### src/rtl/array_stack_with_reverse_top_assert.svh
// Assertion helpers used by the stack datapath.
// Every check is clocked on aclk and held off while aresetn is low.
`ifndef ARRAY_STACK_WITH_REVERSE_TOP_ASSERT_SVH
`define ARRAY_STACK_WITH_REVERSE_TOP_ASSERT_SVH

// Same-cycle implication.
`define ASR_ASSERT_IMP(lbl, ante, cons, msg) \
    lbl: assert property (@(posedge aclk) disable iff (!aresetn) (ante) |-> (cons)) \
        else $error(msg);

// Next-cycle implication.
`define ASR_ASSERT_NXT(lbl, ante, cons, msg) \
    lbl: assert property (@(posedge aclk) disable iff (!aresetn) (ante) |=> (cons)) \
        else $error(msg);

`endif

### src/rtl/asr_pkg.sv
`timescale 1ns / 1ps

package asr_pkg;

    localparam int WORD_W  = 32;
    localparam int COUNT_W = 8;

    typedef enum logic [1:0] {
        ACT_PUSH = 2'd0,
        ACT_POP  = 2'd1,
        ACT_PEEK = 2'd2,
        ACT_REV  = 2'd3
    } act_t;

    typedef enum logic [1:0] {
        ST_OK     = 2'd0,
        ST_FULL   = 2'd1,
        ST_EMPTY  = 2'd2,
        ST_SINGLE = 2'd3
    } stat_t;

    typedef struct packed {
        act_t                     action;
        logic signed [WORD_W-1:0] data;
    } asr_in_t;

    typedef struct packed {
        stat_t                    status;
        logic signed [WORD_W-1:0] value;
        logic [COUNT_W-1:0]       count;
        logic                     empty_res;
    } asr_out_t;

    typedef enum logic [2:0] {
        S_IDLE,
        S_EXEC,
        S_RD_WAIT,
        S_REV_RD_LO,
        S_REV_RD_HI,
        S_REV_WR_HI,
        S_REV_WR_LO,
        S_RESP
    } asr_state_t;

    // controller -> datapath
    typedef struct packed {
        logic  capture;
        logic  push;
        logic  rd_top;
        logic  pop;
        logic  rev_init;
        logic  rd_lo;
        logic  rd_hi;
        logic  wr_hi;
        logic  wr_lo;
        logic  set_res;
        stat_t res_status;
        logic  res_neg;
        logic  res_rdata;
        logic  load_out;
    } asr_cmd_t;

    // datapath -> controller
    typedef struct packed {
        act_t action;
        logic fill_zero;
        logic fill_one;
        logic fill_full;
        logic rev_more;
        logic out_free;
    } asr_sts_t;

endpackage

### src/rtl/asr_ctrl.sv
`timescale 1ns / 1ps

module asr_ctrl (
    input  logic             aclk,
    input  logic             aresetn,
    input  logic             s_valid,
    output logic             s_ready,
    input  asr_pkg::asr_sts_t sts,
    output asr_pkg::asr_cmd_t cmd
);
    import asr_pkg::*;

    asr_state_t state_reg;
    asr_state_t state_next;

    always_ff @(posedge aclk) begin
        if (!aresetn) begin
            state_reg <= S_IDLE;
        end else begin
            state_reg <= state_next;
        end
    end

    // next state
    always_comb begin
        state_next = state_reg;
        unique case (state_reg)
            S_IDLE: begin
                if (s_valid) begin
                    state_next = S_EXEC;
                end
            end
            S_EXEC: begin
                unique case (sts.action)
                    ACT_POP, ACT_PEEK: begin
                        state_next = sts.fill_zero ? S_RESP : S_RD_WAIT;
                    end
                    ACT_REV: begin
                        if (sts.fill_zero || sts.fill_one) begin
                            state_next = S_RESP;
                        end else begin
                            state_next = S_REV_RD_LO;
                        end
                    end
                    default: begin
                        state_next = S_RESP;
                    end
                endcase
            end
            S_RD_WAIT:   state_next = S_RESP;
            S_REV_RD_LO: state_next = S_REV_RD_HI;
            S_REV_RD_HI: state_next = S_REV_WR_HI;
            S_REV_WR_HI: state_next = S_REV_WR_LO;
            S_REV_WR_LO: begin
                state_next = sts.rev_more ? S_REV_RD_LO : S_RESP;
            end
            S_RESP: begin
                if (sts.out_free) begin
                    state_next = S_IDLE;
                end
            end
            default: state_next = S_IDLE;
        endcase
    end

    // outputs
    always_comb begin
        cmd     = '0;
        s_ready = 1'b0;
        unique case (state_reg)
            S_IDLE: begin
                s_ready     = 1'b1;
                cmd.capture = s_valid;
            end
            S_EXEC: begin
                unique case (sts.action)
                    ACT_PUSH: begin
                        cmd.set_res    = 1'b1;
                        cmd.res_status = sts.fill_full ? ST_FULL : ST_OK;
                        cmd.push       = !sts.fill_full;
                    end
                    ACT_POP, ACT_PEEK: begin
                        if (sts.fill_zero) begin
                            cmd.set_res    = 1'b1;
                            cmd.res_status = ST_EMPTY;
                            cmd.res_neg    = 1'b1;
                        end else begin
                            cmd.rd_top = 1'b1;
                            cmd.pop    = (sts.action == ACT_POP);
                        end
                    end
                    default: begin
                        cmd.set_res = 1'b1;
                        if (sts.fill_zero) begin
                            cmd.res_status = ST_EMPTY;
                            cmd.res_neg    = 1'b1;
                        end else if (sts.fill_one) begin
                            cmd.res_status = ST_SINGLE;
                        end else begin
                            cmd.res_status = ST_OK;
                            cmd.rev_init   = 1'b1;
                        end
                    end
                endcase
            end
            S_RD_WAIT:   cmd.res_rdata = 1'b1;
            S_REV_RD_LO: cmd.rd_lo     = 1'b1;
            S_REV_RD_HI: cmd.rd_hi     = 1'b1;
            S_REV_WR_HI: cmd.wr_hi     = 1'b1;
            S_REV_WR_LO: cmd.wr_lo     = 1'b1;
            S_RESP:      cmd.load_out  = sts.out_free;
            default: begin
                cmd = '0;
            end
        endcase
    end

endmodule

### src/rtl/asr_dpath.sv
`timescale 1ns / 1ps

module asr_dpath #(
    parameter int DEPTH = 128
) (
    input  logic               aclk,
    input  logic               aresetn,
    input  asr_pkg::asr_in_t   s_payload,
    input  logic               m_ready,
    output logic               m_valid,
    output asr_pkg::asr_out_t  m_payload,
    input  asr_pkg::asr_cmd_t  cmd,
    output asr_pkg::asr_sts_t  sts
);
    import asr_pkg::*;

    `include "array_stack_with_reverse_top_assert.svh"

    localparam int AW  = $clog2(DEPTH);
    localparam int AW1 = AW + 1;
    localparam int CW  = $clog2(DEPTH + 1);

    logic [WORD_W-1:0] mem [DEPTH];

    act_t              act_reg;
    logic [WORD_W-1:0] data_reg;
    logic [CW-1:0]     fill_reg;
    logic [CW-1:0]     fill_next;
    logic [AW-1:0]     lo_reg;
    logic [AW-1:0]     lo_next;
    logic [AW-1:0]     hi_reg;
    logic [AW-1:0]     hi_next;
    logic [WORD_W-1:0] rdata_reg;
    logic [WORD_W-1:0] hold_reg;
    stat_t             res_status_reg;
    logic [WORD_W-1:0] res_value_reg;
    logic              m_valid_reg;
    logic              m_valid_next;
    asr_out_t          m_payload_reg;

    logic [AW-1:0]     top_idx;
    logic              mem_we;
    logic [AW-1:0]     mem_waddr;
    logic [WORD_W-1:0] mem_wdata;
    logic              mem_re;
    logic [AW-1:0]     mem_raddr;

    assign top_idx = AW'(fill_reg - CW'(1));

    // status back to the controller
    assign sts.action    = act_reg;
    assign sts.fill_zero = (fill_reg == '0);
    assign sts.fill_one  = (fill_reg == CW'(1));
    assign sts.fill_full = (fill_reg == CW'(DEPTH));
    assign sts.rev_more  = (({1'b0, lo_reg} + AW1'(2)) < {1'b0, hi_reg});
    assign sts.out_free  = !m_valid_reg || m_ready;

    // memory ports
    always_comb begin
        mem_we    = 1'b0;
        mem_waddr = fill_reg[AW-1:0];
        mem_wdata = data_reg;
        if (cmd.push) begin
            mem_we = 1'b1;
        end else if (cmd.wr_hi) begin
            mem_we    = 1'b1;
            mem_waddr = hi_reg;
            mem_wdata = hold_reg;
        end else if (cmd.wr_lo) begin
            mem_we    = 1'b1;
            mem_waddr = lo_reg;
            mem_wdata = rdata_reg;
        end
    end

    always_comb begin
        mem_re    = cmd.rd_top || cmd.rd_lo || cmd.rd_hi;
        mem_raddr = top_idx;
        if (cmd.rd_lo) begin
            mem_raddr = lo_reg;
        end else if (cmd.rd_hi) begin
            mem_raddr = hi_reg;
        end
    end

    always_ff @(posedge aclk) begin
        if (mem_we) begin
            mem[mem_waddr] <= mem_wdata;
        end
        if (mem_re) begin
            rdata_reg <= mem[mem_raddr];
        end
    end

    // fill count and swap pointers
    always_comb begin
        fill_next = fill_reg;
        if (cmd.push) begin
            fill_next = fill_reg + CW'(1);
        end else if (cmd.pop) begin
            fill_next = fill_reg - CW'(1);
        end
    end

    always_comb begin
        lo_next = lo_reg;
        hi_next = hi_reg;
        if (cmd.rev_init) begin
            lo_next = '0;
            hi_next = top_idx;
        end else if (cmd.wr_lo) begin
            lo_next = lo_reg + AW'(1);
            hi_next = hi_reg - AW'(1);
        end
    end

    always_ff @(posedge aclk) begin
        if (!aresetn) begin
            fill_reg    <= '0;
            m_valid_reg <= 1'b0;
        end else begin
            fill_reg    <= fill_next;
            m_valid_reg <= m_valid_next;
        end
    end

    assign m_valid_next = cmd.load_out ? 1'b1 : (m_valid_reg && !m_ready);

    // payload registers
    always_ff @(posedge aclk) begin
        lo_reg <= lo_next;
        hi_reg <= hi_next;
        if (cmd.capture) begin
            act_reg  <= s_payload.action;
            data_reg <= s_payload.data;
        end
        if (cmd.rd_hi) begin
            hold_reg <= rdata_reg;
        end
        if (cmd.set_res) begin
            res_status_reg <= cmd.res_status;
            res_value_reg  <= cmd.res_neg ? '1 : '0;
        end else if (cmd.res_rdata) begin
            res_status_reg <= ST_OK;
            res_value_reg  <= rdata_reg;
        end
        if (cmd.load_out) begin
            m_payload_reg.status    <= res_status_reg;
            m_payload_reg.value     <= res_value_reg;
            m_payload_reg.count     <= COUNT_W'(fill_reg);
            m_payload_reg.empty_res <= (fill_reg == '0);
        end
    end

    assign m_valid   = m_valid_reg;
    assign m_payload = m_payload_reg;

    `ASR_ASSERT_IMP(a_fill_bound, 1'b1, fill_reg <= CW'(DEPTH), "fill above depth")
    `ASR_ASSERT_NXT(a_push_grows, cmd.push, fill_reg == $past(fill_reg) + CW'(1), "push lost")
    `ASR_ASSERT_IMP(a_swap_order, cmd.rd_lo, lo_reg < hi_reg, "swap pointers crossed")
    `ASR_ASSERT_IMP(a_slot_free, cmd.load_out, !m_valid_reg || m_ready, "result overwritten")

endmodule

### src/rtl/array_stack_with_reverse_top.sv
`timescale 1ns / 1ps

// Bounded LIFO stack of DEPTH signed 32-bit words with push, pop, peek and
// in-place reverse. One request is taken at a time and gives exactly one
// result beat holding a status code, the popped or top word (-1 on an empty
// stack), the fill count after the request and an empty flag. A push, or any
// request that ends in an error, goes from the execute state straight to the
// response state. Pop and peek pass through a read-wait state first,
// because the top word is read through the registered read port of the
// single-port-write storage array. A reverse of n >= 2 words steps through
// the read-low, read-high, write-high and write-low states once per swapped
// pair, floor(n / 2) pairs in all: each swapped pair needs two reads and two
// writes on the one read and one write port of the array. The input is taken
// again once the result is moved into the output register, so a new request
// may be accepted while the previous result still waits on m_ready; the
// following result then stalls the block until the output register frees up.
// Stored words need no reset; only the fill count, the output valid flag and the controller state are cleared.
module array_stack_with_reverse_top #(
    parameter int DEPTH = 128
) (
    input  logic              aclk,
    input  logic              aresetn,
    // request channel
    input  logic              s_valid,
    output logic              s_ready,
    input  asr_pkg::asr_in_t  s_payload,
    // result channel
    output logic              m_valid,
    input  logic              m_ready,
    output asr_pkg::asr_out_t m_payload
);
    import asr_pkg::*;

    asr_cmd_t cmd;  // controller commands for this cycle
    asr_sts_t sts;  // flags the controller branches on

    // sequencer: request decode, reverse swap loop, result hand-off
    asr_ctrl u_ctrl (
        .aclk    (aclk),
        .aresetn (aresetn),
        .s_valid (s_valid),
        .s_ready (s_ready),
        .sts     (sts),
        .cmd     (cmd)
    );

    // storage array, fill count, swap pointers and output register
    asr_dpath #(
        .DEPTH (DEPTH)
    ) u_dpath (
        .aclk      (aclk),
        .aresetn   (aresetn),
        .s_payload (s_payload),
        .m_ready   (m_ready),
        .m_valid   (m_valid),
        .m_payload (m_payload),
        .cmd       (cmd),
        .sts       (sts)
    );

endmodule
### config.mk
export PLATFORM = sky130hd
export DESIGN_NAME = array_stack_with_reverse_top
export DESIGN_NICKNAME = d
export VERILOG_FILES = /design/src/rtl/asr_pkg.sv /design/src/rtl/asr_ctrl.sv /design/src/rtl/asr_dpath.sv /design/src/rtl/array_stack_with_reverse_top.sv
export VERILOG_INCLUDE_DIRS = /design/src /design/src/rtl
export SDC_FILE = /design/constraint.sdc
export NUM_CORES = 2
export LEC_CHECK = 0
export ABC_AREA = 1
export BUFFER_PORTS_ARGS = -buffer_cell sky130_fd_sc_hd__buf_4
export CAP_MARGIN = 10
export CELL_PAD_IN_SITES_DETAIL_PLACEMENT = 0
export CELL_PAD_IN_SITES_GLOBAL_PLACEMENT = 1
export CORE_MARGIN = 5
export CORE_UTILIZATION = 45
export CTS_CLUSTER_SIZE = 40
export DETAILED_ROUTE_END_ITERATION = 10
export PLACE_DENSITY = 0.77
export SLEW_MARGIN = 20
export SYNTH_ARGS = -nofsm -noshare
export SYNTH_HDL_FRONTEND = slang
export SYNTH_SLANG_ARGS = --single-unit
export TNS_END_PERCENT = 5
### constraint.sdc
create_clock -name aclk -period 5.5 [get_ports aclk]
set_input_delay 0.275 -clock aclk [delete_from_list [all_inputs] [get_ports aclk]]
set_output_delay 0.275 -clock aclk [all_outputs]
set_load 0.02 [all_outputs]
* Word-level counts from Yosys, hierarchy flattened
Memories as Yosys holds them, arrays and structs flattened. A register that Yosys moved wholly into a read port is not among the register bits.
Cells that the tools add are included.
** Word-level totals
- Bits in registers :: 169
- Latch bits :: 0
- Memory bits (writable) :: 4096
- Memory bits (read-only) :: 0
- Input bits :: 38
- Output and inout bits :: 45
- Logic and storage cells :: 105
- Memories kept :: 1
** Memory list
- u_dpath.mem :: depth 128, width 32, rd ports 1, clocked after memory_dff 1, wr ports 1, line asr_dpath.sv:23 : logic [WORD_W-1:0] mem [DEPTH];
** Operators by class
- $add $sub $neg :: 5
- $mul :: 0
- Div/mod/pow operators :: 0
- Magnitude comparators :: 1
- Equal/unequal tests :: 14
- Shift-type cells :: 0
- Multiplexer cells :: 53
- Bitwise logic cells :: 0
- Reduce and logical (&&, ||, !) cells :: 17
** Operator list (count)
- $mux 32 :: 6
- $mux 7 :: 7
- $pmux 3 s8 :: 1
- $mux 1 :: 20
- $mux 8 :: 2
- $mux 3 :: 5
- $eq 3x3->1 const B :: 4
- $mux 2 :: 6
- $mux 4 :: 3
- $pmux 3 s2 :: 2
- $add 7x2->8 const B :: 1
- $add 8x1->8 const B :: 1
- $eq 8x1->1 const B :: 1
- $eq 8x8->1 const B :: 1
- $logic_not 8->1 :: 1
- $lt 8x7->1 :: 1
- $sub 8x1->8 const B :: 1
- $add 7x1->7 const B :: 1
- $sub 7x1->7 const B :: 1
- $eq 3x2->1 const B :: 2
- $reduce_bool 2->1 :: 3
- $eq 2x2->1 const B :: 2
- $logic_or 1x1->1 :: 4
- $eq 3x1->1 const B :: 1
- 11 further kinds :: 13

* Depth between registers and ports, before layout
- Word-level depth :: 8
- Mapped depth :: 18
- Gate-level depth less buffers :: 15

* Hierarchy
Synthesis repeated with hierarchy kept, for this count alone.
** Second synthesis, totals
- Cell total of the unflattened synthesis :: 14102
- Area total of the unflattened synthesis :: 172440.4 um^2
** By module, submodules not included
- asr_dpath :: times used 1, cells an instance 14035, area an instance 172042.5 um^2
- asr_ctrl :: times used 1, cells an instance 67, area an instance 397.9 um^2

* Worst setup path after synthesis
No wires, ideal clock.
- Path type :: register to register
- From :: register u_ctrl.state_reg[1]
- To :: memory u_dpath.mem[0][11] (data pin)
- Library setup time :: 796 ps
- Arrival time :: 4340 ps
- Setup slack :: 364 ps
- Stages on the path, launching flop included :: 8
- Period minus slack after synthesis :: 5136 ps
- Cell sequence :: dfxtp_1 -> inv_1 -> ha_1 -> nand2_1 -> clkbuf_1 -> clkbuf_1 -> o22ai_1 -> nor2_1
** Between the ends
- Word-level cells in the longest chain between the ends :: 5
- Elaborated cells between the ends (all ways) :: 9
** RTL lines
- start, declared :: line asr_ctrl.sv:13 : asr_state_t state_reg;
- start signal, assigned :: line asr_ctrl.sv:20 : state_reg <= state_next;
- $eq 3x3->1 :: line asr_ctrl.sv:70 : unique case (state_reg)
- $mux 1 :: line asr_ctrl.sv:70
- $mux 32 :: line asr_dpath.sv:69 : end else if (cmd.wr_lo) begin
- $mux 32 :: line asr_dpath.sv:65 : end else if (cmd.wr_hi) begin
- $mux 32 (*) :: line asr_dpath.sv:63 : if (cmd.push) begin
- via u_dpath.mem_wdata[11] :: line asr_dpath.sv:44 : logic [WORD_W-1:0] mem_wdata;
- end, declared :: line asr_dpath.sv:23
Mark *: on every way through the listed nets, which the timed path passes. The rest lies on a longest branch.

* Worst setup path in the final report
- From :: register u_ctrl.state_reg[0]
- To :: register u_dpath.rdata_reg[28], read port of u_dpath.mem (data pin)
** Between the ends
- Word-level cells in the longest chain between the ends :: 4
- Elaborated cells between the ends (all ways) :: 10
** RTL lines
- $eq 3x3->1 (tied with other cells) :: line asr_ctrl.sv:70
- $mux 1 or $mux 4 (tied branches) :: line asr_ctrl.sv:70
- $mux 7 or $logic_or 1x1->1 (tied branches) :: line asr_dpath.sv:81, asr_dpath.sv:77
- $mux 7 or $logic_or 1x1->1 (tied branches) :: line asr_dpath.sv:79, asr_dpath.sv:77
- end, declared :: line asr_dpath.sv:33 : logic [WORD_W-1:0] rdata_reg;
Parallel ways exist; a longest one is shown, timed or not.
A chain may end at the register's enable or synchronous reset.

==> results.toml <==
[floorplan]
die_y_um = 633
ios = 83
core_um2 = 388000
die_w_um = 633
die_area_um2 = 401000
placementRows = 229
start_util_pct = 45.1

[worst_setup_path]
crit_fanout = 67
path_common_cell = "nand3_1"
critPathArrivalTime_ps = 6150
cp-end-kind = "flop"
crit_type = "flop to flop"
cp_num_buf_inv = 4
critPathRequiredTime_ps = 6310
crit_chain = "inv_1 -> ha_1 -> nand2_2 -> nand2_1 -> nand3_4 -> nand2_8 -> inv_8 -> buf_4 -> buf_4 -> nand2_1 -> nand3_1 -> nand3_1 -> nand3_1 -> nand3_1 -> nand3_1 -> nand3_1 -> nand2_1"
critPathMaxStageDelay_ps = 720
path_delay_family = "simple AND/OR/NAND/NOR gates"
reg2reg_slack_ps = 160
critical-path-slowest-cell = "inv_8"
start_kind = "flop"

[global_routing]
track_usage_pct = 27.0
overflow = 0
grt_start_max_net_pins = 170
grt_pass1_vias = 112000
grt_pass1_wl_um = 803000
antenna_found_initial = 17

[placement]
io_buffers = 82
hpwl_um = 307000
pre_cts_ws_ps = 265
dp.cells = 18900
finalWeightedCongestion = 0.883

[cts]
root_buffer = "clkbuf_16"
clk_latency_ps = 990
h-tree-depth = 5
cts.sinks = 4297
tritoncts = "yes"
clkSlewWorstSetupHoldPaths_ps = 60
cts.path.max_buffers = 4
numCtsBuffers = 436

[drt]
drc = 0
drt-initial-drc-count = 16800
drtAntennaViolNets = 0
num_vias = 121000
wire_per_inst_um = 28.2
viasPerCell = 6.09
first_pass_iters = 7
wirelength_um = 558000

[synthesis]
ys_types = 38
ys_ff_latch = 4297
synth_top_area_share_pct = 73.4
syn_nets = 14300
synth-edff-count = 4278
avgSynthCellArea_um2 = 12.3
synth_top_area_cell = "edfxtp_1"
syn_inst = 14200
ys_warn_count = 0
synth-seq-area-share_pct = 73.7
synthTopCellsByCount = "nand3_1 (5721), edfxtp_1 (4278), nand2_1 (2613)"
synth_flop_cell = "edfxtp_1"
yosys-top-cells-area = "edfxtp_1 (73%), nand3_1 (16%), nand2_1 (5.6%)"
syn-cell-area_um2 = 175000
async_flop_share_pct = 0
synth.most_common_cell = "nand3_1"

[min_path]
hold_class = "primary input to flop"

[finish]
regArea_um2 = 129000
multi_input_area_um2 = 41800
largest_reg_flops = 4096
drive_gt1_share_pct = 9.59
layoutNonFillerInstCount = 19800
syn_to_final_growth_pct = 13.3
nFillCells = 32800
fin_nets = 14300

[timing]
timing.final.ws_setup_ps = 157
finalHoldViolations = 0
relSlewSlack_pct = 20.4
finalCriticalPeriod_ps = 5340
rsz0062_at_grt = "false"
setup_viol = 0
worstMarginPinSlew_ps = 1190
max_clock_freq_mhz = 187
final-max-slew-violation-count = 0
final.period_utilization_pct = 97.1
setup-tns-final_ps = 0
skew_ps = 88.7

[power_and_ir_drop]
p_per_area_nw_per_um2 = 654
leakage_nw = 67.4
peakVddDrop_uv = 533
power_mw = 130

[job]
maxCapViolCount = 0

[outcome]
status = "complete, no violations"
-- worst paths after layout --
path | from | end | depth (start not counted)
worst max-delay path | u_ctrl.state_reg[0]$_SDFFE_PN0P_ | u_dpath.rdata_reg[28]$_DFFE_PP_ | 17
worst min-delay path | s_payload[28] | u_dpath.data_reg[28]$_DFFE_PP_ | 2
worst max register to register | u_ctrl.state_reg[0]$_SDFFE_PN0P_ | u_dpath.rdata_reg[28]$_DFFE_PP_ | 17
worst min register to register | u_dpath.res_value_reg[29]$_DFFE_PP_ | u_dpath.m_payload[38]$_DFFE_PP_ | 0
-- cell families after synthesis --
logic type / after synthesis / synth area share, %
adder cells (fa/ha/maj): 20 / 0.143
AO/OA/AOI/OAI: 99 / 0.335
buffers and inverters: 1199 / 3.20
flip-flops: 4297 / 73.7
XOR/XNOR: 15 / 0.0751
AND/OR/NAND/NOR: 8604 / 22.6
-- cells in the final DEF, fill, tap and decap left out, drive strengths merged, types with 19 or more instances in the layout --
master and instances:
o21ai 24, dfxtp 19, ha 20, bufinv 33, dlygate4sd3 69, clkbuf 536, inv 91, a21oi 22
nand2 2619, edfxtp 4278, nor2 246, clkinv 201, o22ai 39, nand3 5722, buf 604
-- layout make-up --
class                   instances  share of cell area (%)
repair buffers                673                    3.44
diodes                         17                  0.0215
multi-input cells            8738                    21.1
well taps                    5197                    3.28
inverters                      86                   0.179
clock inverters               253                    1.17
flip-flops and latches       4297                    65.0
clock buffers                 536                    5.79
-- where the power goes --
group          total [mW]  switching [mW]  internal (mW)
logic                59.2            45.0           14.2
clock network        28.9            12.6           16.3
registers            41.5           0.706           40.8
-- worst reg2reg max path: cells and delay by family, from the launching register on --
family        cells  cell delay (ps)
flops             1              360
fa+ha+maj         1              260
simple gates     12             3060
buf+inv           4             1520
-- repair_timing --
item	in CTS	in global routing
gates resized for setup	0	0
setup endpoints to repair	0	0
setup buffers	0	0
hold buffers	69	0
hold endpoints to repair	53	0
-- metrics by stage --
stage	hold slack, ps	utilization (%)	area, µm²
after CTS	4.77	51.0	198000
after global routing	56.0	51.0	198000
after global placement	402	47.3	184000
after detailed placement	405	47.3	184000
final	76.0	51.1	198000
after floorplan	374	-	175000
-- per-layer routing --
metal  track usage (%)  vias to the layer above  part of all wire [%]
li1                  -                    52400                     -
met1              37.9                    60100                    39
met2              41.1                     7084                    45
met3              5.74                      991                    11
met4              11.1                        4                   4.8
met5                 0                        -                0.0047
Power figures use the tool's default switching activity.
